[config.mk]
export PLATFORM = sky130hd
export DESIGN_NAME = ddmh_stage
export DESIGN_NICKNAME = d
export VERILOG_FILES = /design/src/rtl/ddmh_pkg.sv /design/src/rtl/ddmh_stage.sv
export SDC_FILE = /design/constraint.sdc
export NUM_CORES = 2
export LEC_CHECK = 0
export ABC_AREA = 1
export ABC_CLOCK_PERIOD_IN_PS = 16900
export BUFFER_PORTS_ARGS = -buffer_cell sky130_fd_sc_hd__buf_4
export CORE_MARGIN = 2
export CORE_UTILIZATION = 60
export DETAILED_ROUTE_END_ITERATION = 10
export PLACE_DENSITY_LB_ADDON = 0.2
export SLEW_MARGIN = 20
export SYNTH_ARGS = -nofsm -noshare
export SYNTH_HDL_FRONTEND = slang
export SYNTH_SLANG_ARGS = --single-unit
export TNS_END_PERCENT = 1
[constraint.sdc]
create_clock -name clock -period 16.9 [get_ports clock]
set_input_delay 2.535 -clock clock [delete_from_list [all_inputs] [get_ports clock]]
set_output_delay 2.535 -clock clock [all_outputs]
set_load 0.1 [all_outputs]
[src/rtl/ddmh_pkg.sv]
// Shared types, constants and the CORDIC angle table for the
// differential-drive mixer and heading unit. No dependencies.
`default_nettype none

package ddmh_pkg;

   // Configuration register indexes (byte address = 4 * index)
   typedef enum logic [2:0] {
      REG_DEAD_THRESHOLD  = 3'd0,
      REG_JOY_LIMIT       = 3'd1,
      REG_SPEED_MIN       = 3'd2,
      REG_SPEED_MAX       = 3'd3,
      REG_YAW_LIMIT       = 3'd4,
      REG_TIMEOUT_TICKS   = 3'd5,
      REG_SEND_INTERVAL   = 3'd6,
      REG_BODY_PITCH      = 3'd7
   } reg_index_type;

   localparam int ADDR_W = 5;
   localparam int DATA_W = 32;

   // Register reset values
   localparam logic [8:0]  DEAD_THRESHOLD_RST = 9'd20;
   localparam logic [14:0] JOY_LIMIT_RST      = 15'd200;
   localparam logic [14:0] SPEED_MIN_RST      = 15'd0;
   localparam logic [14:0] SPEED_MAX_RST      = 15'd1000;
   localparam logic [6:0]  YAW_LIMIT_RST      = 7'd90;
   localparam logic [15:0] TIMEOUT_RST        = 16'd500;
   localparam logic [15:0] SEND_INTERVAL_RST  = 16'd50;
   localparam logic [7:0]  BODY_PITCH_RST     = 8'd0;

   localparam logic [14:0] INITIAL_SPEED_LIMIT = 15'd1000;

   // Mixer clamp
   localparam int MIX_CLAMP = 200;

   // CORDIC sizing
   localparam int CORDIC_STEPS_DEFAULT = 16;
   localparam int STEPS_PER_STAGE      = 4;
   localparam int ATAN_SIZE            = 24;
   localparam int STEP_W               = 5;
   localparam int ATAN_W               = 23;
   localparam int CX_W                 = 27;
   localparam int Z_W                  = 25;

   // Divide by 400: floor(p / 16) / 25 via reciprocal, exact below 2^21
   localparam int RECIP_SHIFT = 26;
   localparam logic [21:0] RECIP_25 = 22'(((64'd1 << RECIP_SHIFT) + 64'd24) / 64'd25);
   localparam int PROD_W  = 25;
   localparam int QPROD_W = 43;
   localparam int MIX_W   = 17;

   typedef struct packed {
      logic [8:0]  dead_threshold;
      logic [14:0] joy_limit;
      logic [14:0] speed_min;
      logic [14:0] speed_max;
      logic [6:0]  yaw_limit;
      logic [15:0] timeout_ticks;
      logic [15:0] send_interval_ticks;
      logic [7:0]  body_pitch;
   } cfg_type;

   // Item payload carried through the pipeline
   typedef struct packed {
      logic [8:0]               tl;       // left mix plus 200
      logic [8:0]               tr;       // right mix plus 200
      logic [14:0]              lim;
      logic [PROD_W-1:0]        prod_l;
      logic [PROD_W-1:0]        prod_r;
      logic signed [MIX_W-1:0]  mix_l;
      logic signed [MIX_W-1:0]  mix_r;
      logic                     send;
      logic                     moving;
      logic [15:0]              seq;
      logic [7:0]               pitch;
      logic signed [CX_W-1:0]   cx;
      logic signed [CX_W-1:0]   cy;
      logic signed [Z_W-1:0]    cz;
   } pipe_type;

   // atan(2^-i) in degrees, Q16, rounded to nearest
   function automatic logic [ATAN_W-1:0] atan_q16(input logic [STEP_W-1:0] i);
      logic [ATAN_W-1:0] v;
      case (i)
         5'd0:    v = 23'd2949120;
         5'd1:    v = 23'd1740967;
         5'd2:    v = 23'd919879;
         5'd3:    v = 23'd466945;
         5'd4:    v = 23'd234379;
         5'd5:    v = 23'd117304;
         5'd6:    v = 23'd58666;
         5'd7:    v = 23'd29335;
         5'd8:    v = 23'd14668;
         5'd9:    v = 23'd7334;
         5'd10:   v = 23'd3667;
         5'd11:   v = 23'd1833;
         5'd12:   v = 23'd917;
         5'd13:   v = 23'd458;
         5'd14:   v = 23'd229;
         5'd15:   v = 23'd115;
         5'd16:   v = 23'd57;
         5'd17:   v = 23'd29;
         5'd18:   v = 23'd14;
         5'd19:   v = 23'd7;
         5'd20:   v = 23'd4;
         5'd21:   v = 23'd2;
         5'd22:   v = 23'd1;
         default: v = 23'd0;
      endcase
      return v;
   endfunction

endpackage

`default_nettype wire

[src/rtl/ddmh_stage.sv]
// One pipeline stage: a group of CORDIC vectoring steps, and in the first
// two stages the speed map multiply and divide. Depends on ddmh_pkg.
`default_nettype none

module ddmh_stage #(
   parameter int STAGE_INDEX  = 0,
   parameter int FIRST_STEP   = 0,
   parameter int CORDIC_STEPS = ddmh_pkg::CORDIC_STEPS_DEFAULT
) (
   input  wire logic          clock,
   input  wire logic          reset,
   input  wire logic          in_valid,
   output logic               in_ready,
   input  ddmh_pkg::pipe_type in_data,
   output logic               out_valid,
   input  wire logic          out_ready,
   output ddmh_pkg::pipe_type out_data
);
   import ddmh_pkg::*;

   logic     valid_ff;
   pipe_type data_ff, data_in;

   logic signed [CX_W-1:0] cx, cy, sx, sy;
   logic signed [Z_W-1:0]  cz;
   logic [QPROD_W-1:0]     qprod_l, qprod_r;
   logic [16:0]            quot_l, quot_r;

   assign in_ready  = !valid_ff || out_ready;
   assign out_valid = valid_ff;
   assign out_data  = data_ff;

   // Speed map: product in the first stage, divide by 400 in the second
   always_comb begin
      qprod_l = QPROD_W'(in_data.prod_l[PROD_W-1:4]) * QPROD_W'(RECIP_25);
      qprod_r = QPROD_W'(in_data.prod_r[PROD_W-1:4]) * QPROD_W'(RECIP_25);
      quot_l  = qprod_l[RECIP_SHIFT +: 17];
      quot_r  = qprod_r[RECIP_SHIFT +: 17];
   end

   // CORDIC steps of this stage
   always_comb begin
      data_in = in_data;
      cx = in_data.cx;
      cy = in_data.cy;
      cz = in_data.cz;
      sx = '0;
      sy = '0;
      for (int j = 0; j < STEPS_PER_STAGE; j++) begin
         if (FIRST_STEP + j < CORDIC_STEPS) begin
            sx = cx >>> (FIRST_STEP + j);
            sy = cy >>> (FIRST_STEP + j);
            if (!cy[CX_W-1]) begin
               cx = cx + sy;
               cy = cy - sx;
               cz = cz + signed'({2'b00, atan_q16(STEP_W'(FIRST_STEP + j))});
            end else begin
               cx = cx - sy;
               cy = cy + sx;
               cz = cz - signed'({2'b00, atan_q16(STEP_W'(FIRST_STEP + j))});
            end
         end
      end
      data_in.cx = cx;
      data_in.cy = cy;
      data_in.cz = cz;

      if (STAGE_INDEX == 0) begin
         data_in.prod_l = PROD_W'(in_data.tl) * PROD_W'({in_data.lim, 1'b0});
         data_in.prod_r = PROD_W'(in_data.tr) * PROD_W'({in_data.lim, 1'b0});
      end
      if (STAGE_INDEX == 1) begin
         data_in.mix_l = MIX_W'(signed'({1'b0, quot_l}) - signed'({3'b000, in_data.lim}));
         data_in.mix_r = MIX_W'(signed'({1'b0, quot_r}) - signed'({3'b000, in_data.lim}));
      end
   end

   always_ff @(posedge clock) begin
      if (reset) begin
         valid_ff <= 1'b0;
      end else if (in_ready) begin
         valid_ff <= in_valid;
      end
   end

   always_ff @(posedge clock) begin
      if (in_ready && in_valid) data_ff <= data_in;
   end

endmodule

`default_nettype wire

# == Word level (Yosys, flattened, before mapping) ==
# Cells that the tools add are included.
# word_totals
output_inout_bits,224
reg_bits,221
# classes
n_reduce_logical,3
mul,2
muxes,20
add_sub_neg,23
# op_table
operator,count
27-bit two-way mux,8
23-bit two-way mux,8
25-bit by 24-bit adder with 25-bit output,4
25-bit two-way mux,4
25-bit by 24-bit subtractor with 25-bit output,4
27-bit by 24-bit adder with 27-bit output,2
27-bit by 25-bit adder with 27-bit output,2
27-bit by 26-bit adder with 27-bit output,2
27-bit by 24-bit subtractor with 27-bit output,2
27-bit by 25-bit subtractor with 27-bit output,2
27-bit by 26-bit subtractor with 27-bit output,2
27-bit subtractor,2
9-bit by 15-bit multiplier with 24-bit output,2
27-bit adder,1
1-bit logical AND,1
1-bit zero test,1
1-bit logical OR,1

# == Depth between registers and ports, before layout ==
# logic_depth
depth_word,9
ltp_mapped,78
mapped_depth_nobuf,72

# == Least setup slack after synthesis ==
# No wires, ideal clock.
# synth_path
path_type,input to register
startpoint,input in_valid
endpoint,register data_ff (netlist bit out_data[0]) (enable)
t_required_ns,16.029
arrival_ns,13.133
setup_slack_ns,2.896
stages,2
path_cell_list,inv_1 -> a21oi_1
# synth_via
elab_chain_len,1
# synth_lines
element,line_no,rtl
"start, declared",ddmh_stage.sv:12,"input wire logic in_valid,"
1-bit logical AND,ddmh_stage.sv:87,if (in_ready && in_valid) data_ff <= data_in;
"end signal, assigned",ddmh_stage.sv:87,
"end, declared",ddmh_stage.sv:22,"pipe_type data_ff, data_in;"
# Every way passes these cells.
# A chain may end at the register's enable or synchronous reset.

# == Worst setup path in the final report ==
# layout_path
startpoint,input in_data[27] (netlist name)
endpoint,register data_ff (netlist bit out_data[74]) (data pin)
# layout_via
elab_chain_len,8
word_cells_on_any_way,20
classes_between,13 x add/sub; 7 x mux
# layout_lines
element,line_no,rtl
"start, declared",ddmh_stage.sv:14,"input ddmh_pkg::pipe_type in_data,"
27-bit subtractor (tied with other cells),ddmh_stage.sv:55,cy = cy - sx;
27-bit two-way mux,ddmh_stage.sv:53,if (!cy[CX_W-1]) begin
27-bit by 26-bit subtractor with 27-bit output (tied with other cells),ddmh_stage.sv:55,
27-bit two-way mux,ddmh_stage.sv:53,
27-bit by 25-bit adder with 27-bit output (tied with other cells),ddmh_stage.sv:54,cx = cx + sy;
27-bit two-way mux,ddmh_stage.sv:53,
27-bit by 24-bit adder with 27-bit output / 27-bit by 24-bit subtractor with 27-bit output (equally long branches),"ddmh_stage.sv:54, ddmh_stage.sv:58",
27-bit two-way mux (*),ddmh_stage.sv:53,
via cx[22],ddmh_stage.sv:24,"logic signed [CX_W-1:0] cx, cy, sx, sy;"
# Mark *: on every way through the listed nets, which the timed path passes. The rest lies on a longest branch.

==> out/qor.yml <==
critical_path:
  crit_path_max_fanout: 23
  startpoint_type: "input pin"
  cp_common_cell: "nand2_1"
  critPathCaptureType: "flop"
  required_ns: 17.20
  reg2reg_depth: 3
  path_class: "input pin to flop"
  r2r_start: "out_valid"
  slowest_stage: "inv_1"
  ff2ff_setup_slack_ns: 13.97
  r2r_end: "out_data[160]"
  slowest_delay_ns: 0.79
  critPathArrivalTime_ns: 14.94
cts:
  cts_buffers: 24
  cts_root_buf: "clkbuf_16"
  clock-sinks: 221
  cts_tree: "built"
  cts_hold_buf: 0
  postCtsResizedCells: 0
  clock_path_buffers: 3
  postCtsSetupBuffers: 0
  clk_pin_slew_worst_paths_ns: 0.06
  clkLatencyLatePin_ns: 0.55
  cts-htree-levels: 1
synthesis:
  ys_warn_count: 0
  synthFlopType: "edfxtp_1"
  syn_inst: 5001
  synth_edf_count: 220
  syn_avg_cell_area_um2: 7.095
  synthArstFlopShare_pct: 0
  synth_area_um2: 35480
  synth_cell_types: 56
  synth-seq-area-share_pct: 18.68
  ys_ff_latch: 221
timing:
  setup_violations: 0
  finalMaxSlewViolations: 0
  period_minus_slack_ns: 14.64
  finalSetupTns_ns: 0
  worst_clock_skew_ns: 0.01006
  worst_slew_pin_slew_ns: 0.9849
  slew_headroom_pct: 34.34
  max_freq_mhz: 68.32
  period_share_pct: 86.61
  final_hold_viol_count: 0
  rsz0062_at_grt: "false"
drt:
  routed_wirelength_um: 94950
  drt_pre_antenna_iters: 5
  drc_errors: 0
  drtIter0Drc: 2065
  wl_per_cell_um: 15.51
  vias: 33230
  ant_nets: 0
  vias_per_cell: 5.428
placed_design:
  place_area_um2: 38950
  hpwl_um: 77960
  dpl.cell_count: 6078
  place.port_buffers: 397
  gp_congestion: 0.9711
worst_hold_path:
  hp-class: "flop to flop"
  hold_path_depth: 2
  min_from: "out_valid"
  min_to: "out_valid"
finish:
  finalNonFillerCells: 6122
  syn2layout_area_growth_pct: 11.84
  postLayoutCoreUtil_pct: 67.62
  num-nets-final: 6167
  final_cell_area_um2: 39680
  layout.cells.most_common: "nand2_1"
  drive_gt1_share_pct: 9.443
  final_cell_mix: "1,289 x nand2_1, 925 x inv_1, 415 x ha_1"
floorplanning:
  start_util_pct: 60.46
  core_um2: 58690
  ios: 450
  dieWidth_um: 247.2
  fp-row-count: 89
  die_area_um2: 61100
  die_h_um: 247.2
grt:
  grt_pass1_wl_um: 154000
  antenna_found_initial: 1
  grt_pass1_vias: 31790
  grt_max_degree: 78
  grt_usage_pct: 30.71
  gr-total-overflow: 0
job:
  cap_viol_max_count: 0
status:
  status: "completed"
-- cells by family (layout without fill, tap and decap cells) --
family | count (synthesis) | after routing | synth area share [%]
flip-flops | 221 | 221 | 18.68
other | 1 | 3 | 0.01057
AO/OA/AOI/OAI | 675 | 675 | 10.39
adder cells (fa/ha/maj) | 610 | 610 | 25.64
XOR/XNOR | 378 | 378 | 9.331
buffers and inverters | 1038 | 1384 | 11.48
AND/OR/NAND/NOR | 2078 | 2078 | 24.48
-- area by class of cell --
cell class | count | area [um^2]
antenna | 1 | 2.502
clock buffer | 31 | 626.9
clock inverter | 12 | 97.59
fill | 5197 | 19000
inverter | 934 | 3506
multi-input combinational | 3743 | 24800
sequential | 221 | 6626
tap | 773 | 967.2
timing repair buffer | 407 | 3055
-- layer usage --
layer | GRT usage [%] | part of all wire [%] | vias up | wire length, um
met5 | 0 | 0.0084 | - | 8
met4 | 10.23 | 3.2 | 2 | 2991
met3 | 3.050 | 6.4 | 192 | 6033
met2 | 54.49 | 49 | 1130 | 46160
met1 | 39.02 | 42 | 15290 | 39750
li1 | - | - | 16610 | -
-- critical path: cells and delay by family --
family | cells | cell delay (ns)
fa+ha+maj | 4 | 1.79
compound gates | 18 | 3.92
xor+xnor | 3 | 0.43
simple gates | 29 | 4.24
buf+inv | 11 | 1.99
-- metrics by stage --
stage	setup WS, ns	hold slack [ns]
floorplan	2.896	1.651
global placement	2.279	0.5308
detailed placement	2.036	0.5528
CTS	2.591	0.5597
global route	1.017	0.5912
finish	2.263	0.5582
-- synth_stat cells, types with 9 or more instances --
cell type | n | area share, %
buf_4 | 24 | 0.51
o31ai_1 | 14 | 0.30
nor3_1 | 47 | 0.66
o21ai_1 | 19 | 0.27
ha_1 | 415 | 15
nor2_2 | 15 | 0.26
xnor2_1 | 84 | 2.1
nand3b_1 | 11 | 0.23
a21oi_1 | 384 | 5.4
buf_2 | 14 | 0.20
o21ai_0 | 150 | 2.1
or2_2 | 10 | 0.18
a31oi_1 | 22 | 0.39
nand2_2 | 15 | 0.26
buf_6 | 9 | 0.29
xor2_1 | 294 | 7.3
nand3_1 | 294 | 4.1
inv_1 | 926 | 9.8
clkbuf_1 | 55 | 0.58
o21a_1 | 13 | 0.28
a21o_1 | 12 | 0.25
edfxtp_1 | 220 | 19
o21bai_1 | 21 | 0.44
nand4_1 | 67 | 1.2
nand2_1 | 1290 | 14
nor4_1 | 12 | 0.21
nor2_1 | 294 | 3.1
fa_1 | 195 | 11
-- registers in the layout, summed over array words and instances (netlist names) --
register	flops
out_valid	1
out_data	220
-- how the worst max path moves through the flow --
stage | startpoint | end | slack (ns) | cells after the start
floorplan | in_valid | out_data[0] | 2.90 | 2
global placement | in_data[25] | out_data[50] | 2.28 | 64
detailed placement | in_data[27] | out_data[74] | 2.04 | 65
CTS | in_data[27] | out_data[74] | 2.59 | 65
global route | in_data[27] | out_data[74] | 1.02 | 65
finish | in_data[27] | out_data[74] | 2.26 | 65
Power is not shown: default switching activity piles up to over one toggle a cycle in this logic, so the estimate is an artifact.
