`src/rtl/ddmh_pkg.sv`:
```
// Shared types, constants and the CORDIC angle table for the
// differential-drive mixer and heading unit. No dependencies.
`default_nettype none

package ddmh_pkg;

   // Configuration register indexes (byte address = 4 * index)
   typedef enum logic [2:0] {
      REG_DEAD_THRESHOLD  = 3'd0,
      REG_JOY_LIMIT       = 3'd1,
      REG_SPEED_MIN       = 3'd2,
      REG_SPEED_MAX       = 3'd3,
      REG_YAW_LIMIT       = 3'd4,
      REG_TIMEOUT_TICKS   = 3'd5,
      REG_SEND_INTERVAL   = 3'd6,
      REG_BODY_PITCH      = 3'd7
   } reg_index_type;

   localparam int ADDR_W = 5;
   localparam int DATA_W = 32;

   // Register reset values
   localparam logic [8:0]  DEAD_THRESHOLD_RST = 9'd20;
   localparam logic [14:0] JOY_LIMIT_RST      = 15'd200;
   localparam logic [14:0] SPEED_MIN_RST      = 15'd0;
   localparam logic [14:0] SPEED_MAX_RST      = 15'd1000;
   localparam logic [6:0]  YAW_LIMIT_RST      = 7'd90;
   localparam logic [15:0] TIMEOUT_RST        = 16'd500;
   localparam logic [15:0] SEND_INTERVAL_RST  = 16'd50;
   localparam logic [7:0]  BODY_PITCH_RST     = 8'd0;

   localparam logic [14:0] INITIAL_SPEED_LIMIT = 15'd1000;

   // Mixer clamp
   localparam int MIX_CLAMP = 200;

   // CORDIC sizing
   localparam int CORDIC_STEPS_DEFAULT = 16;
   localparam int STEPS_PER_STAGE      = 4;
   localparam int ATAN_SIZE            = 24;
   localparam int STEP_W               = 5;
   localparam int ATAN_W               = 23;
   localparam int CX_W                 = 27;
   localparam int Z_W                  = 25;

   // Divide by 400: floor(p / 16) / 25 via reciprocal, exact below 2^21
   localparam int RECIP_SHIFT = 26;
   localparam logic [21:0] RECIP_25 = 22'(((64'd1 << RECIP_SHIFT) + 64'd24) / 64'd25);
   localparam int PROD_W  = 25;
   localparam int QPROD_W = 43;
   localparam int MIX_W   = 17;

   typedef struct packed {
      logic [8:0]  dead_threshold;
      logic [14:0] joy_limit;
      logic [14:0] speed_min;
      logic [14:0] speed_max;
      logic [6:0]  yaw_limit;
      logic [15:0] timeout_ticks;
      logic [15:0] send_interval_ticks;
      logic [7:0]  body_pitch;
   } cfg_type;

   // Item payload carried through the pipeline
   typedef struct packed {
      logic [8:0]               tl;       // left mix plus 200
      logic [8:0]               tr;       // right mix plus 200
      logic [14:0]              lim;
      logic [PROD_W-1:0]        prod_l;
      logic [PROD_W-1:0]        prod_r;
      logic signed [MIX_W-1:0]  mix_l;
      logic signed [MIX_W-1:0]  mix_r;
      logic                     send;
      logic                     moving;
      logic [15:0]              seq;
      logic [7:0]               pitch;
      logic signed [CX_W-1:0]   cx;
      logic signed [CX_W-1:0]   cy;
      logic signed [Z_W-1:0]    cz;
   } pipe_type;

   // atan(2^-i) in degrees, Q16, rounded to nearest
   function automatic logic [ATAN_W-1:0] atan_q16(input logic [STEP_W-1:0] i);
      logic [ATAN_W-1:0] v;
      case (i)
         5'd0:    v = 23'd2949120;
         5'd1:    v = 23'd1740967;
         5'd2:    v = 23'd919879;
         5'd3:    v = 23'd466945;
         5'd4:    v = 23'd234379;
         5'd5:    v = 23'd117304;
         5'd6:    v = 23'd58666;
         5'd7:    v = 23'd29335;
         5'd8:    v = 23'd14668;
         5'd9:    v = 23'd7334;
         5'd10:   v = 23'd3667;
         5'd11:   v = 23'd1833;
         5'd12:   v = 23'd917;
         5'd13:   v = 23'd458;
         5'd14:   v = 23'd229;
         5'd15:   v = 23'd115;
         5'd16:   v = 23'd57;
         5'd17:   v = 23'd29;
         5'd18:   v = 23'd14;
         5'd19:   v = 23'd7;
         5'd20:   v = 23'd4;
         5'd21:   v = 23'd2;
         5'd22:   v = 23'd1;
         default: v = 23'd0;
      endcase
      return v;
   endfunction

endpackage

`default_nettype wire

```
`src/rtl/ddmh_output.sv`:
```
// Result register: rounds and clamps the heading, forms the four wheel
// speeds and masks the heading fields. Depends on ddmh_pkg.
`default_nettype none

module ddmh_output (
   input  wire logic               clock,
   input  wire logic               reset,
   input  wire logic               in_valid,
   output logic                    in_ready,
   input  ddmh_pkg::pipe_type      in_data,
   input  ddmh_pkg::cfg_type       cfg,
   output logic                    rsp_valid,
   input  wire logic               rsp_stall,
   output logic signed [15:0]      rsp_left_speed,
   output logic signed [15:0]      rsp_right_speed,
   output logic signed [15:0]      rsp_rear_left_speed,
   output logic signed [15:0]      rsp_rear_right_speed,
   output logic                    rsp_heading_valid,
   output logic [15:0]             rsp_heading_sequence,
   output logic                    rsp_heading_moving,
   output logic signed [7:0]       rsp_heading_yaw,
   output logic signed [7:0]       rsp_heading_pitch
);
   import ddmh_pkg::*;

   logic               valid_ff;
   logic signed [15:0] left_ff, right_ff, rear_left_ff, rear_right_ff;
   logic               hvalid_ff, moving_ff;
   logic [15:0]        seq_ff;
   logic signed [7:0]  yaw_ff, pitch_ff;

   logic [Z_W:0]       zabs, zrnd;
   logic [9:0]         mag;
   logic [7:0]         magc;
   logic signed [7:0]  yaw;

   assign in_ready = !valid_ff || !rsp_stall;

   // Round Q16 degrees half away from zero, clamp to the yaw limit, zero when not moving
   always_comb begin
      zabs = in_data.cz[Z_W-1] ? (Z_W+1)'(-in_data.cz) : (Z_W+1)'(in_data.cz);
      zrnd = zabs + (Z_W+1)'(32768);
      mag  = zrnd[25:16];
      magc = (mag > {3'b000, cfg.yaw_limit}) ? {1'b0, cfg.yaw_limit} : mag[7:0];
      if (!in_data.moving)        yaw = 8'sd0;
      else if (in_data.cz[Z_W-1]) yaw = signed'(8'(-magc));
      else                        yaw = signed'(magc);
   end

   always_ff @(posedge clock) begin
      if (reset) begin
         valid_ff <= 1'b0;
      end else if (in_ready) begin
         valid_ff <= in_valid;
      end
   end

   always_ff @(posedge clock) begin
      if (in_ready && in_valid) begin
         left_ff       <= in_data.mix_l[15:0];
         right_ff      <= 16'(-in_data.mix_r);
         rear_left_ff  <= 16'(-in_data.mix_l);
         rear_right_ff <= in_data.mix_r[15:0];
         hvalid_ff     <= in_data.send;
         seq_ff        <= in_data.send ? in_data.seq : 16'd0;
         moving_ff     <= in_data.send && in_data.moving;
         yaw_ff        <= in_data.send ? yaw : 8'sd0;
         pitch_ff      <= in_data.send ? in_data.pitch : 8'sd0;
      end
   end

   assign rsp_valid            = valid_ff;
   assign rsp_left_speed       = left_ff;
   assign rsp_right_speed      = right_ff;
   assign rsp_rear_left_speed  = rear_left_ff;
   assign rsp_rear_right_speed = rear_right_ff;
   assign rsp_heading_valid    = hvalid_ff;
   assign rsp_heading_sequence = seq_ff;
   assign rsp_heading_moving   = moving_ff;
   assign rsp_heading_yaw      = yaw_ff;
   assign rsp_heading_pitch    = pitch_ff;

endmodule

`default_nettype wire

```
`config.mk`:
```
export PLATFORM = sky130hd
export DESIGN_NAME = ddmh_output
export DESIGN_NICKNAME = d
export VERILOG_FILES = /design/src/rtl/ddmh_pkg.sv /design/src/rtl/ddmh_output.sv
export SDC_FILE = /design/constraint.sdc
export NUM_CORES = 1
export LEC_CHECK = 0
export BUFFER_PORTS_ARGS = -buffer_cell sky130_fd_sc_hd__buf_4
export CAP_MARGIN = 20
export CORE_AREA = 2 2 166 168
export DETAILED_ROUTE_END_ITERATION = 6
export DIE_AREA = 0 0 168 170
export SLEW_MARGIN = 20
export SYNTH_ARGS = -nofsm -noshare
export SYNTH_HDL_FRONTEND = slang
export SYNTH_SLANG_ARGS = --single-unit
```
`constraint.sdc`:
```
create_clock -name clock -period 11.5 [get_ports clock]
set_clock_uncertainty 0.15 [all_clocks]
set_input_delay 1.15 -clock clock [delete_from_list [all_inputs] [get_ports clock]]
set_output_delay 1.15 -clock clock [all_outputs]
set_load 0.01 [all_outputs]
```
## Yosys cells after proc, flatten, opt, wreduce, memory -nomap -nowiden

Index checks and enable logic that the tools add are counted.

- Input bits: 327
- Memories: 0
- Word-level logic and storage cells: 25
- Latch bits: 0
- RAM bits: 0
- Output and inout port bits: 100
- Register bits: 99
- ROM bits: 0

- Bitwise operators: 0
- $lt $le $gt $ge: 1
- Muxes and demuxes: 3
- Shifts and indexed selects: 0
- Eq/ne operators: 0
- Add/sub/neg operators: 5
- Divide/modulo/power cells: 0
- Reduce and logical (&&, ||, !) cells: 6
- Multipliers: 0

Operator list:

| kind | count |
|---|---|
| $neg A16 Y16 | 2 |
| $add A26 B16 Y26 const B | 1 |
| $mux W26 | 1 |
| $neg A25 Y26 | 1 |
| $mux W8 | 2 |
| $gt A10 B7 Y1 | 1 |
| $neg A8 Y8 | 1 |
| $logic_and A1 B1 Y1 | 2 |
| $logic_not A1 Y1 | 2 |
| $reduce_and A2 Y1 | 1 |
| $logic_or A1 B1 Y1 | 1 |

## Longest topological paths before layout

- Word-level depth: 7
- Mapped depth: 28
- Mapped depth without buffers: 25

## Worst setup path after synthesis

Ideal clock, no wire load.

- Path type: input to register
- Start: input in_data[1] in the netlist's numbering
- End: register yaw_ff[6] (netlist: rsp_heading_yaw[6]) (data pin)
- Data required time: 11096 ps
- Setup time: 254 ps
- Cell stages on the path: 27
- Arrival time: 5903 ps
- Slack: 5193 ps
- Buffers on the path: 2
- Cell sequence: nor4_1 nand4_1 clkbuf_1 o21ai_0 xnor2_1 ha_1 buf_1 nor2b_1 nand2_1 mux2_2 a31oi_1 a21oi_1 xor2_1 ha_1 nand4_1 a21oi_1 nor4_1 nor2_1 a21oi_1 o21ai_4 mux2_4 inv_2 ha_1 a21boi_0 o22ai_1 o21a_1 o21a_1

- Word-level cells in the longest chain between the ends: 7

Ends and longest elaborated chain:

| item | line | text |
|---|---|---|
| from (decl) | ddmh_output.sv:10 | `input ddmh_pkg::pipe_type in_data,` |
| $neg A25 Y26 | ddmh_output.sv:41 | `zabs = in_data.cz[Z_W-1] ? (Z_W+1)'(-in_data.cz) : (Z_W+1)'(in_data.cz);` |
| $mux W26 (*) | ddmh_output.sv:41 |  |
| $add A26 B16 Y26 (*) | ddmh_output.sv:42 | `zrnd = zabs + (Z_W+1)'(32768);` |
| $gt A10 B7 Y1 | ddmh_output.sv:44 | `magc = (mag > {3'b000, cfg.yaw_limit}) ? {1'b0, cfg.yaw_limit} : mag[7:0];` |
| $mux W8 (*) | ddmh_output.sv:44 |  |
| $neg A8 Y8 | ddmh_output.sv:46 | `else if (in_data.cz[Z_W-1]) yaw = signed'(8'(-magc));` |
| $mux W8 (*) | ddmh_output.sv:46 |  |
| to (signal assigned) | ddmh_output.sv:67 | `yaw_ff <= in_data.send ? yaw : 8'sd0;` |
| to (decl) | ddmh_output.sv:30 | `logic signed [7:0] yaw_ff, pitch_ff;` |

Every way passes the cells marked *; elsewhere a longest branch is shown, timed or not.
A chain may end at the register's enable or synchronous reset.

## Final worst setup path

Ends and elaborated chain as after synthesis.

==> run metrics <==
Required @ worst endpoint 11.45 ns; first-pass GRT wire length 21,200 um; RSZ-0062 raised after global routing no; ys async rst share 0; final wirelength 14,400 um; post-CTS sizing 0; Combinational Power Share 0.185; Tmin final 7.02 ns; Core ar. 26,700 um^2; r2r startpoint rsp_valid; grt ovf 0; CTS root buffer clkbuf_16; Routability Congestion 0.836; H-tree depth 3; Starting DRT DRC Count 259; status complete, no violations; static leakage 2.66 nW; Num Clock Sinks 97; reg2reg setup slack 9.61 ns; Worst Path Max Fanout 13; Fillers 2,833; FF-to-FF End rsp_right_speed[0]; EDFF count, synth 96; crit path kind primary input to flip-flop; Max Cap Violations 0; clock tree from TritonCTS yes; Sw Share 0.264; Post-Syn Area 4740 um^2; WHS Path Cells 2; sequential-to-total area share from yosys stat 0.612; Final Max Tran Viols 0; Worst Hold Launch rsp_valid; initial core utilization 0.178; Antenna Nets Post-Route 0; period utilization 0.611; Yosys top cell area share 0.608; clock tree buffer depth 2; clock-pin slew on the worst setup and hold paths 0.07 ns; port buffer count 193; vias in the first global route 3,557; layout cells sized above 1 0.392; HPWL Detailed 11,200 um; Synth cell types 56; Hold WC Path Type flip-flop to flip-flop; setup violators final 0; pwr dens 129 nW/um^2; Main synth FF type edfxtp_1; Synth Register Bits 97; placed insts 894; largest area contributor in the netlist edfxtp_1; Area Overhead vs Synth 44.4%; syn_area_per_cell 12.7 um^2; final hold vios 0; P_sw 0.000234 W; post-route DRC violation count 0; die height 170 um; setup bufs post-CTS 0; CTS Hold Buffers Added 0; cell area after placement 6540 um^2; Final Non-Filler Cells 911; via count 3,654; largest net degree at the start of global routing 87; Num CTS Buffers 9; post-synthesis net count 712; Area contributors post-synth edfxtp_1 (61%), xnor2_1 (5.5%), and2_1 (3.6%); Least-Margin Pin Slew 0.802 ns; Top Ports 427; gr usage total 0.0991; Int Pwr 0.000652 W; die width 168 um; Clock power frac 0.335; worst slack at placement 4.10 ns; commonest non-fill, non-tap cell in the layout buf_4; Worst Reg-to-Reg Cells 3; CP Capture Type flip-flop; cell area after layout 6850 um^2; Synth Warn # 0; initial antenna violation count 2; setup TNS 0 ns; Routed wire per std cell 15.8 um; maximum VDD drop 0.0543 mV; # nets final 902; setup ws final 4.48 ns; 1st-pass router iterations 4; Cells after Synth 374; CP Data Arrival Time 6.97 ns; Seq pwr share 0.481; crit start category primary input; commonest cells after routing, fill and taps aside buf_4 (193), edfxtp_1 (96), xnor2_1 (30); vias per cell 4.01; Peak Freq 142 MHz; worst skew pair latency 0.34 ns; Rows 60; Slew headroom 0.466; full die area 28,600 um^2; Hold Path Sink rsp_valid
## cell usage after synthesis (all sizes together) (8+ instances only)
library cell   n
mux2i          8
a21oi         13
ha            11
o21ai          8
nand3         11
edfxtp        96
xor2           8
nand2         18
xnor2         30
buf            8
nor2          24
inv           18
and2          27
nor4          14
nor3          12
## final cells by class
class,count,area (um^2),share of cell area
Sequential cell,97,2900,0.424
Clock buffer,10,239,0.0349
Multi-Input combinational cell,244,1690,0.246
Inverter,18,67.6,0.00987
Timing Repair Buffer,194,1460,0.213
Clock inverter,6,60.1,0.00877
Tap cell,341,427,0.0623
Antenna cell,1,2.50,0.000366
## how the worst max path moves through the flow
stage / from / end / slack [ns] / cells after the start
global placement: in_data[1] / rsp_heading_yaw[6] / 4.20 / 26
floorplan: in_data[1] / rsp_heading_yaw[6] / 5.19 / 27
CTS: in_data[1] / rsp_heading_yaw[6] / 4.46 / 26
global route: in_data[1] / rsp_heading_yaw[6] / 3.92 / 26
detailed placement: in_data[1] / rsp_heading_yaw[6] / 4.10 / 26
finish: in_data[1] / rsp_heading_yaw[6] / 4.48 / 26
## per-layer routing
layer  wire (um)  share of wire  track usage  vias to the layer above
met5           8        0.00056            0                        -
li1            -              -            -                     1777
met1        6520           0.45        0.134                     1700
met3        1390          0.097       0.0391                       16
met4         202          0.014       0.0318                        2
met2        6230           0.43        0.145                      159
## registers in the layout, indices dropped and copies added (netlist names)
signal,cells
rsp_rear_left_speed,15
rsp_heading_pitch,8
rsp_valid,1
rsp_left_speed,16
rsp_heading_sequence,16
rsp_heading_valid,1
rsp_right_speed,16
rsp_rear_right_speed,15
rsp_heading_yaw,8
rsp_heading_moving,1
## logic make-up after synthesis
group           synth area share
flops                      0.612
fa+ha+maj                 0.0290
buf+inv                   0.0327
xor+xnor                  0.0702
simple gates               0.154
mux                       0.0272
compound gates            0.0747
## power by group through the flow
stage          clock network, W  logic (W)  registers [W]
3_5_place_dp                  0   0.000165       0.000433
6_report               0.000297   0.000163       0.000426
2_1_floorplan                 0  0.0000693       0.000444
5_1_grt                0.000320   0.000180       0.000428
3_3_place_gp                  0   0.000163       0.000434
4_1_cts                0.000306   0.000165       0.000426
## stage by stage
step | total power, W | hold WS (ns) | utilization
after global routing | 0.000928 | 0.423 | 0.257
after global placement | 0.000597 | 0.352 | 0.245
final | 0.000886 | 0.368 | 0.257
after floorplan | 0.000513 | 0.387 | -
after CTS | 0.000897 | 0.374 | 0.257
after detailed placement | 0.000598 | 0.356 | 0.245
## worst max-delay path, stage by stage
cell and delay (ns):
buf_4 0.11, nor4_1 0.35, nand4_1 0.54, o21ai_0 0.40, xnor2_1 0.16, ha_1 0.31, nor2b_1 0.25, nand2_1 0.07
mux2_2 0.30, a31oi_1 0.16, a21oi_1 0.07, xor2_1 0.30, ha_1 0.31, nand4_1 0.12, a21oi_1 0.05, nor4_1 0.32
nor2_1 0.09, a21oi_1 0.28, o21ai_4 0.21, mux2_4 0.37, inv_2 0.07, ha_1 0.16, a21boi_0 0.19, o22ai_1 0.17
o21a_1 0.23, o21a_1 0.19
Power figures use the tool's default switching activity.
