$ cat src/rtl/ddmh_pkg.sv
// Shared types, constants and the CORDIC angle table for the
// differential-drive mixer and heading unit. No dependencies.
`default_nettype none

package ddmh_pkg;

   // Configuration register indexes (byte address = 4 * index)
   typedef enum logic [2:0] {
      REG_DEAD_THRESHOLD  = 3'd0,
      REG_JOY_LIMIT       = 3'd1,
      REG_SPEED_MIN       = 3'd2,
      REG_SPEED_MAX       = 3'd3,
      REG_YAW_LIMIT       = 3'd4,
      REG_TIMEOUT_TICKS   = 3'd5,
      REG_SEND_INTERVAL   = 3'd6,
      REG_BODY_PITCH      = 3'd7
   } reg_index_type;

   localparam int ADDR_W = 5;
   localparam int DATA_W = 32;

   // Register reset values
   localparam logic [8:0]  DEAD_THRESHOLD_RST = 9'd20;
   localparam logic [14:0] JOY_LIMIT_RST      = 15'd200;
   localparam logic [14:0] SPEED_MIN_RST      = 15'd0;
   localparam logic [14:0] SPEED_MAX_RST      = 15'd1000;
   localparam logic [6:0]  YAW_LIMIT_RST      = 7'd90;
   localparam logic [15:0] TIMEOUT_RST        = 16'd500;
   localparam logic [15:0] SEND_INTERVAL_RST  = 16'd50;
   localparam logic [7:0]  BODY_PITCH_RST     = 8'd0;

   localparam logic [14:0] INITIAL_SPEED_LIMIT = 15'd1000;

   // Mixer clamp
   localparam int MIX_CLAMP = 200;

   // CORDIC sizing
   localparam int CORDIC_STEPS_DEFAULT = 16;
   localparam int STEPS_PER_STAGE      = 4;
   localparam int ATAN_SIZE            = 24;
   localparam int STEP_W               = 5;
   localparam int ATAN_W               = 23;
   localparam int CX_W                 = 27;
   localparam int Z_W                  = 25;

   // Divide by 400: floor(p / 16) / 25 via reciprocal, exact below 2^21
   localparam int RECIP_SHIFT = 26;
   localparam logic [21:0] RECIP_25 = 22'(((64'd1 << RECIP_SHIFT) + 64'd24) / 64'd25);
   localparam int PROD_W  = 25;
   localparam int QPROD_W = 43;
   localparam int MIX_W   = 17;

   typedef struct packed {
      logic [8:0]  dead_threshold;
      logic [14:0] joy_limit;
      logic [14:0] speed_min;
      logic [14:0] speed_max;
      logic [6:0]  yaw_limit;
      logic [15:0] timeout_ticks;
      logic [15:0] send_interval_ticks;
      logic [7:0]  body_pitch;
   } cfg_type;

   // Item payload carried through the pipeline
   typedef struct packed {
      logic [8:0]               tl;       // left mix plus 200
      logic [8:0]               tr;       // right mix plus 200
      logic [14:0]              lim;
      logic [PROD_W-1:0]        prod_l;
      logic [PROD_W-1:0]        prod_r;
      logic signed [MIX_W-1:0]  mix_l;
      logic signed [MIX_W-1:0]  mix_r;
      logic                     send;
      logic                     moving;
      logic [15:0]              seq;
      logic [7:0]               pitch;
      logic signed [CX_W-1:0]   cx;
      logic signed [CX_W-1:0]   cy;
      logic signed [Z_W-1:0]    cz;
   } pipe_type;

   // atan(2^-i) in degrees, Q16, rounded to nearest
   function automatic logic [ATAN_W-1:0] atan_q16(input logic [STEP_W-1:0] i);
      logic [ATAN_W-1:0] v;
      case (i)
         5'd0:    v = 23'd2949120;
         5'd1:    v = 23'd1740967;
         5'd2:    v = 23'd919879;
         5'd3:    v = 23'd466945;
         5'd4:    v = 23'd234379;
         5'd5:    v = 23'd117304;
         5'd6:    v = 23'd58666;
         5'd7:    v = 23'd29335;
         5'd8:    v = 23'd14668;
         5'd9:    v = 23'd7334;
         5'd10:   v = 23'd3667;
         5'd11:   v = 23'd1833;
         5'd12:   v = 23'd917;
         5'd13:   v = 23'd458;
         5'd14:   v = 23'd229;
         5'd15:   v = 23'd115;
         5'd16:   v = 23'd57;
         5'd17:   v = 23'd29;
         5'd18:   v = 23'd14;
         5'd19:   v = 23'd7;
         5'd20:   v = 23'd4;
         5'd21:   v = 23'd2;
         5'd22:   v = 23'd1;
         default: v = 23'd0;
      endcase
      return v;
   endfunction

endpackage

`default_nettype wire

$ cat src/rtl/ddmh_csr.sv
// Configuration register file with APB-style access.
// Depends on ddmh_pkg.
`default_nettype none

module ddmh_csr (
   input  wire logic                        clock,
   input  wire logic                        reset,
   input  wire logic                        psel,
   input  wire logic                        penable,
   input  wire logic                        pwrite,
   input  wire logic [ddmh_pkg::ADDR_W-1:0] paddr,
   input  wire logic [ddmh_pkg::DATA_W-1:0] pwdata,
   output logic      [ddmh_pkg::DATA_W-1:0] prdata,
   output logic                             pready,
   output ddmh_pkg::cfg_type                cfg
);
   import ddmh_pkg::*;

   cfg_type       cfg_ff;
   reg_index_type index;
   logic          write;

   assign index  = reg_index_type'(paddr[ADDR_W-1:2]);
   assign write  = psel && penable && pwrite;
   assign pready = 1'b1;
   assign cfg    = cfg_ff;

   // Register writes
   always_ff @(posedge clock) begin
      if (reset) begin
         cfg_ff.dead_threshold      <= DEAD_THRESHOLD_RST;
         cfg_ff.joy_limit           <= JOY_LIMIT_RST;
         cfg_ff.speed_min           <= SPEED_MIN_RST;
         cfg_ff.speed_max           <= SPEED_MAX_RST;
         cfg_ff.yaw_limit           <= YAW_LIMIT_RST;
         cfg_ff.timeout_ticks       <= TIMEOUT_RST;
         cfg_ff.send_interval_ticks <= SEND_INTERVAL_RST;
         cfg_ff.body_pitch          <= BODY_PITCH_RST;
      end else if (write) begin
         unique case (index)
            REG_DEAD_THRESHOLD: cfg_ff.dead_threshold      <= pwdata[8:0];
            REG_JOY_LIMIT:      cfg_ff.joy_limit           <= pwdata[14:0];
            REG_SPEED_MIN:      cfg_ff.speed_min           <= pwdata[14:0];
            REG_SPEED_MAX:      cfg_ff.speed_max           <= pwdata[14:0];
            REG_YAW_LIMIT:      cfg_ff.yaw_limit           <= pwdata[6:0];
            REG_TIMEOUT_TICKS:  cfg_ff.timeout_ticks       <= pwdata[15:0];
            REG_SEND_INTERVAL:  cfg_ff.send_interval_ticks <= pwdata[15:0];
            REG_BODY_PITCH:     cfg_ff.body_pitch          <= pwdata[7:0];
            default: ;
         endcase
      end
   end

   // Read mux
   always_comb begin
      prdata = '0;
      unique case (index)
         REG_DEAD_THRESHOLD: prdata = 32'(cfg_ff.dead_threshold);
         REG_JOY_LIMIT:      prdata = 32'(cfg_ff.joy_limit);
         REG_SPEED_MIN:      prdata = 32'(cfg_ff.speed_min);
         REG_SPEED_MAX:      prdata = 32'(cfg_ff.speed_max);
         REG_YAW_LIMIT:      prdata = 32'(cfg_ff.yaw_limit);
         REG_TIMEOUT_TICKS:  prdata = 32'(cfg_ff.timeout_ticks);
         REG_SEND_INTERVAL:  prdata = 32'(cfg_ff.send_interval_ticks);
         REG_BODY_PITCH:     prdata = 32'(cfg_ff.body_pitch);
         default:            prdata = '0;
      endcase
   end

endmodule

`default_nettype wire

$ cat config.mk
export PLATFORM = sky130hd
export DESIGN_NAME = ddmh_csr
export DESIGN_NICKNAME = d
export VERILOG_FILES = /design/src/rtl/ddmh_pkg.sv /design/src/rtl/ddmh_csr.sv
export SDC_FILE = /design/constraint.sdc
export NUM_CORES = 1
export LEC_CHECK = 0
export ABC_AREA = 1
export ABC_CLOCK_PERIOD_IN_PS = 1600
export BUFFER_PORTS_ARGS = -buffer_cell sky130_fd_sc_hd__buf_4
export CAP_MARGIN = 40
export CORE_MARGIN = 2
export CORE_UTILIZATION = 51
export CTS_BUF_LIST = sky130_fd_sc_hd__clkbuf_8
export DETAILED_ROUTE_END_ITERATION = 8
export PLACE_DENSITY_LB_ADDON = 0.05
export SYNTH_ARGS = -nofsm -noshare
export SYNTH_HDL_FRONTEND = slang
export SYNTH_SLANG_ARGS = --single-unit
export TNS_END_PERCENT = 1
$ cat constraint.sdc
create_clock -name clock -period 1.6 [get_ports clock]
set_clock_uncertainty 0.2 [all_clocks]
set_input_delay 0.24 -clock clock [delete_from_list [all_inputs] [get_ports clock]]
set_output_delay 0.24 -clock clock [all_outputs]
set_load 0.02 [all_outputs]
* Word-level counts from Yosys, hierarchy flattened
Cells that the tools add are included.
** Word-level totals
- Bits in registers :: 101
- Logic and storage cells :: 27
- Input port bits :: 42
- Output and inout bits :: 134
** Operators by class
- Muxes and demuxes :: 1
- Equal/unequal tests :: 7
- Reduce and logical (&&, ||, !) cells :: 11
** Operator list (count)
- one-hot mux 32 bit (8 select lines) :: 1
- AND reduction 2 bit :: 8
- == test 3 bit (second input constant) :: 4
- == test 3 x 2 -> 1 bit (second input constant) :: 2
- == test 3 x 1 -> 1 bit (second input constant) :: 1
- zero test 3 bit :: 1
- logical AND 1 bit :: 2

* Longest topological paths before layout
- Word-level depth :: 3
- Gate-level depth with buffers :: 8
- Gate-level depth less buffers :: 7

* Worst setup path before layout
OpenSTA, ideal clock, no wires.
- Kind :: input to output
- From :: input port paddr[3] (netlist bit)
- To :: output port prdata[8] (netlist bit)
- Data arrival time :: 1124 ps
- Data required time :: 1160 ps
- Slack :: 36 ps
- Path buffers :: 2
- Stages on the path :: 7
- Path through :: buf_6 inv_2 clkbuf_1 nand4_1 nand2_1 inv_1 nand3_1
** On the way
- Word-level cells in the longest chain between the ends :: 2
** RTL lines
- from (decl) :: RTL line ddmh_csr.sv:11 : input wire logic [ddmh_pkg::ADDR_W-1:0] paddr,
- == test 3 bit (tied with other cells) :: RTL line ddmh_csr.sv:57 : unique case (index)
- one-hot mux 32 bit (8 select lines) (*) :: RTL line ddmh_csr.sv:57
- to (decl) :: RTL line ddmh_csr.sv:13 : output logic [ddmh_pkg::DATA_W-1:0] prdata,
Every way passes the cells marked *; elsewhere a longest branch is shown, timed or not. The select of a mux whose other input is x is not followed.

* Worst setup path in the final report
- From :: register cfg_ff, in the netlist cfg[33]
- To :: output port prdata[9] (netlist bit)
** On the way
- Word-level cells in the longest chain between the ends :: 1
** RTL lines
- from (decl) :: RTL line ddmh_csr.sv:19 : cfg_type cfg_ff;
- one-hot mux 32 bit (8 select lines) :: RTL line ddmh_csr.sv:57
Every way passes these cells. The select of a mux whose other input is x is not followed.

==> impl_summary.txt <==
----------------------------------------------------
[Global route]
  Via count of the first global-routing pass ... 4735
  Total congestion overflow ... 0
  Wire length of the first global-routing pass ... 25200 um
  Largest net degree at the start of global routing ... 48
  Antenna violations before repair ... 0
  Total global routing track utilization ... 0.325

[Clock tree]
  Maximum level of the CTS H-tree ... 3
  CTS Root Buffer Type ... sky130_fd_sc_hd__clkbuf_8
  Num CTS Buffers ... 9
  TritonCTS clock tree ... yes
  Clock input transition at the sequential cells of the worst setup and hold paths ... 110 ps
  Maximum clock path buffer count ... 2
  Clock network latency to the later pin of the worst-skew pair ... 360 ps
  Clock sinks ... 101

[Yosys]
  Most instantiated cells after synthesis ... 173 x sky130_fd_sc_hd__nor2_1, 101 x sky130_fd_sc_hd__dfxtp_1, 96 x sky130_fd_sc_hd__nand2_1
  Area contributors post-synth ... sky130_fd_sc_hd__dfxtp_1 42%, sky130_fd_sc_hd__nor2_1 14%, sky130_fd_sc_hd__o21ai_0 8.6%
  Top FF cell, synth ... sky130_fd_sc_hd__dfxtp_1
  Fraction of the yosys area taken by sequential cells ... 0.423
  Asr flop ratio synth ... 0
  Cells after synthesis ... 685
  Average instance area after synthesis ... 6.97 um2
  Synth top area share ... 0.423
  Number of storage elements in the synthesis netlist ... 101
  Most used standard cell by instance count after synthesis ... sky130_fd_sc_hd__nor2_1
  Post-synth EDFFs ... 0
  Mapped Area ... 4770 um2
  Area leader, netlist ... sky130_fd_sc_hd__dfxtp_1
  Total number of yosys warnings ... 0
  Distinct cell type count after synthesis ... 28

[Critical path]
  Data arrival time of the critical path ... 1300 ps
  Sequence of cells on the critical path ... nand4_1 > o21ai_1 > buf_4 > nand3b_1 > buf_6
  Biggest fanout along the worst timing path ... 2
  Cell family contributing the most delay on the critical path ... flip-flops
  Data required, critical path ... 1160 ps
  Cell with the biggest individual delay on the critical path ... sky130_fd_sc_hd__dfxtp_2
  Critical path class ... reg -> out
  Buffer and inverter count on the worst path ... 2
  CP endpoint kind ... output pin
  Highest cell delay on the worst timing path ... 330 ps
  Critical Path Start Type ... register

[Timing]
  Final setup violating endpoints ... 15
  Number of failing hold endpoints at the final stage ... 0
  Part of the cycle the worst path needs ... 1.09
  RSZ-0062 raised after global routing ... yes
  Period minus WS final ... 1740 ps
  Fmax ... 575 MHz
  Count of pins over their slew limit ... 0
  Least setup slack across all paths after layout ... -138 ps

[Die]
  Site Rows ... 35
  Overall die height ... 101 um
  Initial core utilization ... 0.522
  Number of placed I/O pins ... 176
  Full die area ... 10200 um2
  Die outline width ... 101 um
  Placeable core region ... 9150 um2

[Outcome]
  Violations in the final reports ... setup timing
  Outcome ... finished, violations left

[Final layout]
  Filler instances ... 789
  Final net count ... 897
  Share of the core filled with cells in the final layout ... 0.735
  Area of all sequential standard cells ... 2070 um2
  Fraction of layout cells with a size suffix above 1 ... 0.349
  Flip-flop count of the largest register after layout ... 101
  Count of antenna diodes in the layout ... 0
  Footprint of the multi-input gates ... 2390 um2
  Post-route cell area ... 6730 um2
  Layout area overhead ... 40.9%
  Number of standard cells in the layout, taps in and fillers out ... 971

[Power]
  VDD IR max ... 0.413 mV
  Areal power density over the cells ... 762 nW/um2
  Leak Pwr ... 3.24 nW

[Min path]
  Min-Delay Path Class ... in -> reg

[Detailed routing]
  Drt pass-1 iters ... 5
  WL final ... 16600 um
  Wirelength per Cell ... 17.1 um
  Post-DRT Antenna Nets ... 0
  DRC violations left ... 0
  Via-to-Cell Ratio ... 5.53
  1st-iter DRT viols ... 373
  Vias after detailed routing ... 5366

[Placed design]
  Count of buffers inserted at the top-level ports ... 140
  Cell area after placement ... 6080 um2
  Worst setup slack before clock tree synthesis ... -154 ps
  Estimated wirelength of the detail-placed design ... 11800 um
  Gp weighted congestion ... 0.962
  Placed Cells incl. Taps ... 933

[Job]
  Max-capacitance violation count ... 0

----------------------------------------------------
==> worst register-to-register path: cells and delay by family, from the launching register on <==
family                 cells  cell delay, ps
AOI/OAI and AO/OA          1             180
buffers and inverters      1             130
DFF                        1             330
and+or+nand+nor            1              60
==> layout make-up <==
class,count,area share
Multi-Input combinational cell,495,0.355
Timing Repair Buffer,208,0.259
Clock buffer,9,0.0184
Clock inverter,7,0.0147
Sequential cell,101,0.308
Inverter,40,0.0238
Tap cell,111,0.0207
==> routing by layer <==
| layer | vias to the layer above | global-route usage | share of wire |
|---|---|---|---|
| met5 | - | 0 | 0 |
| met4 | 0 | 0.155 | 0.033 |
| met3 | 36 | 0.0548 | 0.089 |
| met2 | 282 | 0.510 | 0.47 |
| met1 | 2497 | 0.436 | 0.41 |
| li1 | 2551 | - | - |
==> power by group <==
part	total, mW	switching [mW]	internal [mW]	leakage, nW
Sequential	2.57	0.0296	2.55	0.829
Clock	1.83	0.933	0.893	0.116
Combinational	0.724	0.450	0.274	2.30
Total	5.13	1.41	3.71	3.24
==> placed cells by master, fill, tap and decap left out, types with 6 or more instances in the layout <==
master and instances:
sky130_fd_sc_hd__a21oi_2 6, sky130_fd_sc_hd__buf_12 7, sky130_fd_sc_hd__buf_4 172, sky130_fd_sc_hd__buf_6 13
sky130_fd_sc_hd__clkbuf_8 9, sky130_fd_sc_hd__conb_1 17, sky130_fd_sc_hd__dfxtp_1 63, sky130_fd_sc_hd__dfxtp_2 37
sky130_fd_sc_hd__dlygate4sd3_1 15, sky130_fd_sc_hd__inv_1 27, sky130_fd_sc_hd__inv_2 9, sky130_fd_sc_hd__nand2_1 93
sky130_fd_sc_hd__nand3_1 34, sky130_fd_sc_hd__nand3b_1 6, sky130_fd_sc_hd__nand4_1 41, sky130_fd_sc_hd__nor2_1 162
sky130_fd_sc_hd__nor2_2 12, sky130_fd_sc_hd__nor2_4 8, sky130_fd_sc_hd__nor3_1 15, sky130_fd_sc_hd__o21ai_0 76
==> kinds of logic after synthesis <==
kind of cell           synth area share
other                           0.00157
AOI/OAI and AO/OA                 0.101
and+or+nand+nor                   0.365
DFF                               0.423
buffers and inverters             0.109
==> through the flow <==
stage / power, mW / setup TNS [ps] / hold WS (ps)
after floorplan: 3.01 / 0 / 153
after global placement: 3.26 / -4170 / 277
after detailed placement: 3.27 / -5360 / 282
after CTS: 5.10 / -1850 / 12.6
after global routing: 5.30 / -2280 / 27.5
final: 5.13 / -1310 / 24.2
==> path summary, 6_finish.rpt <==
check / from / endpoint / slack [ps] / depth (start not counted)
setup reg to reg: cfg[17] / cfg[17] / 610 / 3
hold / removal: pwdata[0] / cfg[92] / 20 / 3
hold reg to reg: cfg[41] / cfg[41] / 290 / 2
setup / recovery: cfg[33] / prdata[9] / -140 / 5
==> timing repair <==
action	CTS	global route
setup buffers	4	3
hold buffers	15	0
setup endpoints to repair	16	16
endpoints found under the hold margin	55	0
gates resized for setup	31	65
pin swaps	7	12
Power figures use the tool's default switching activity.
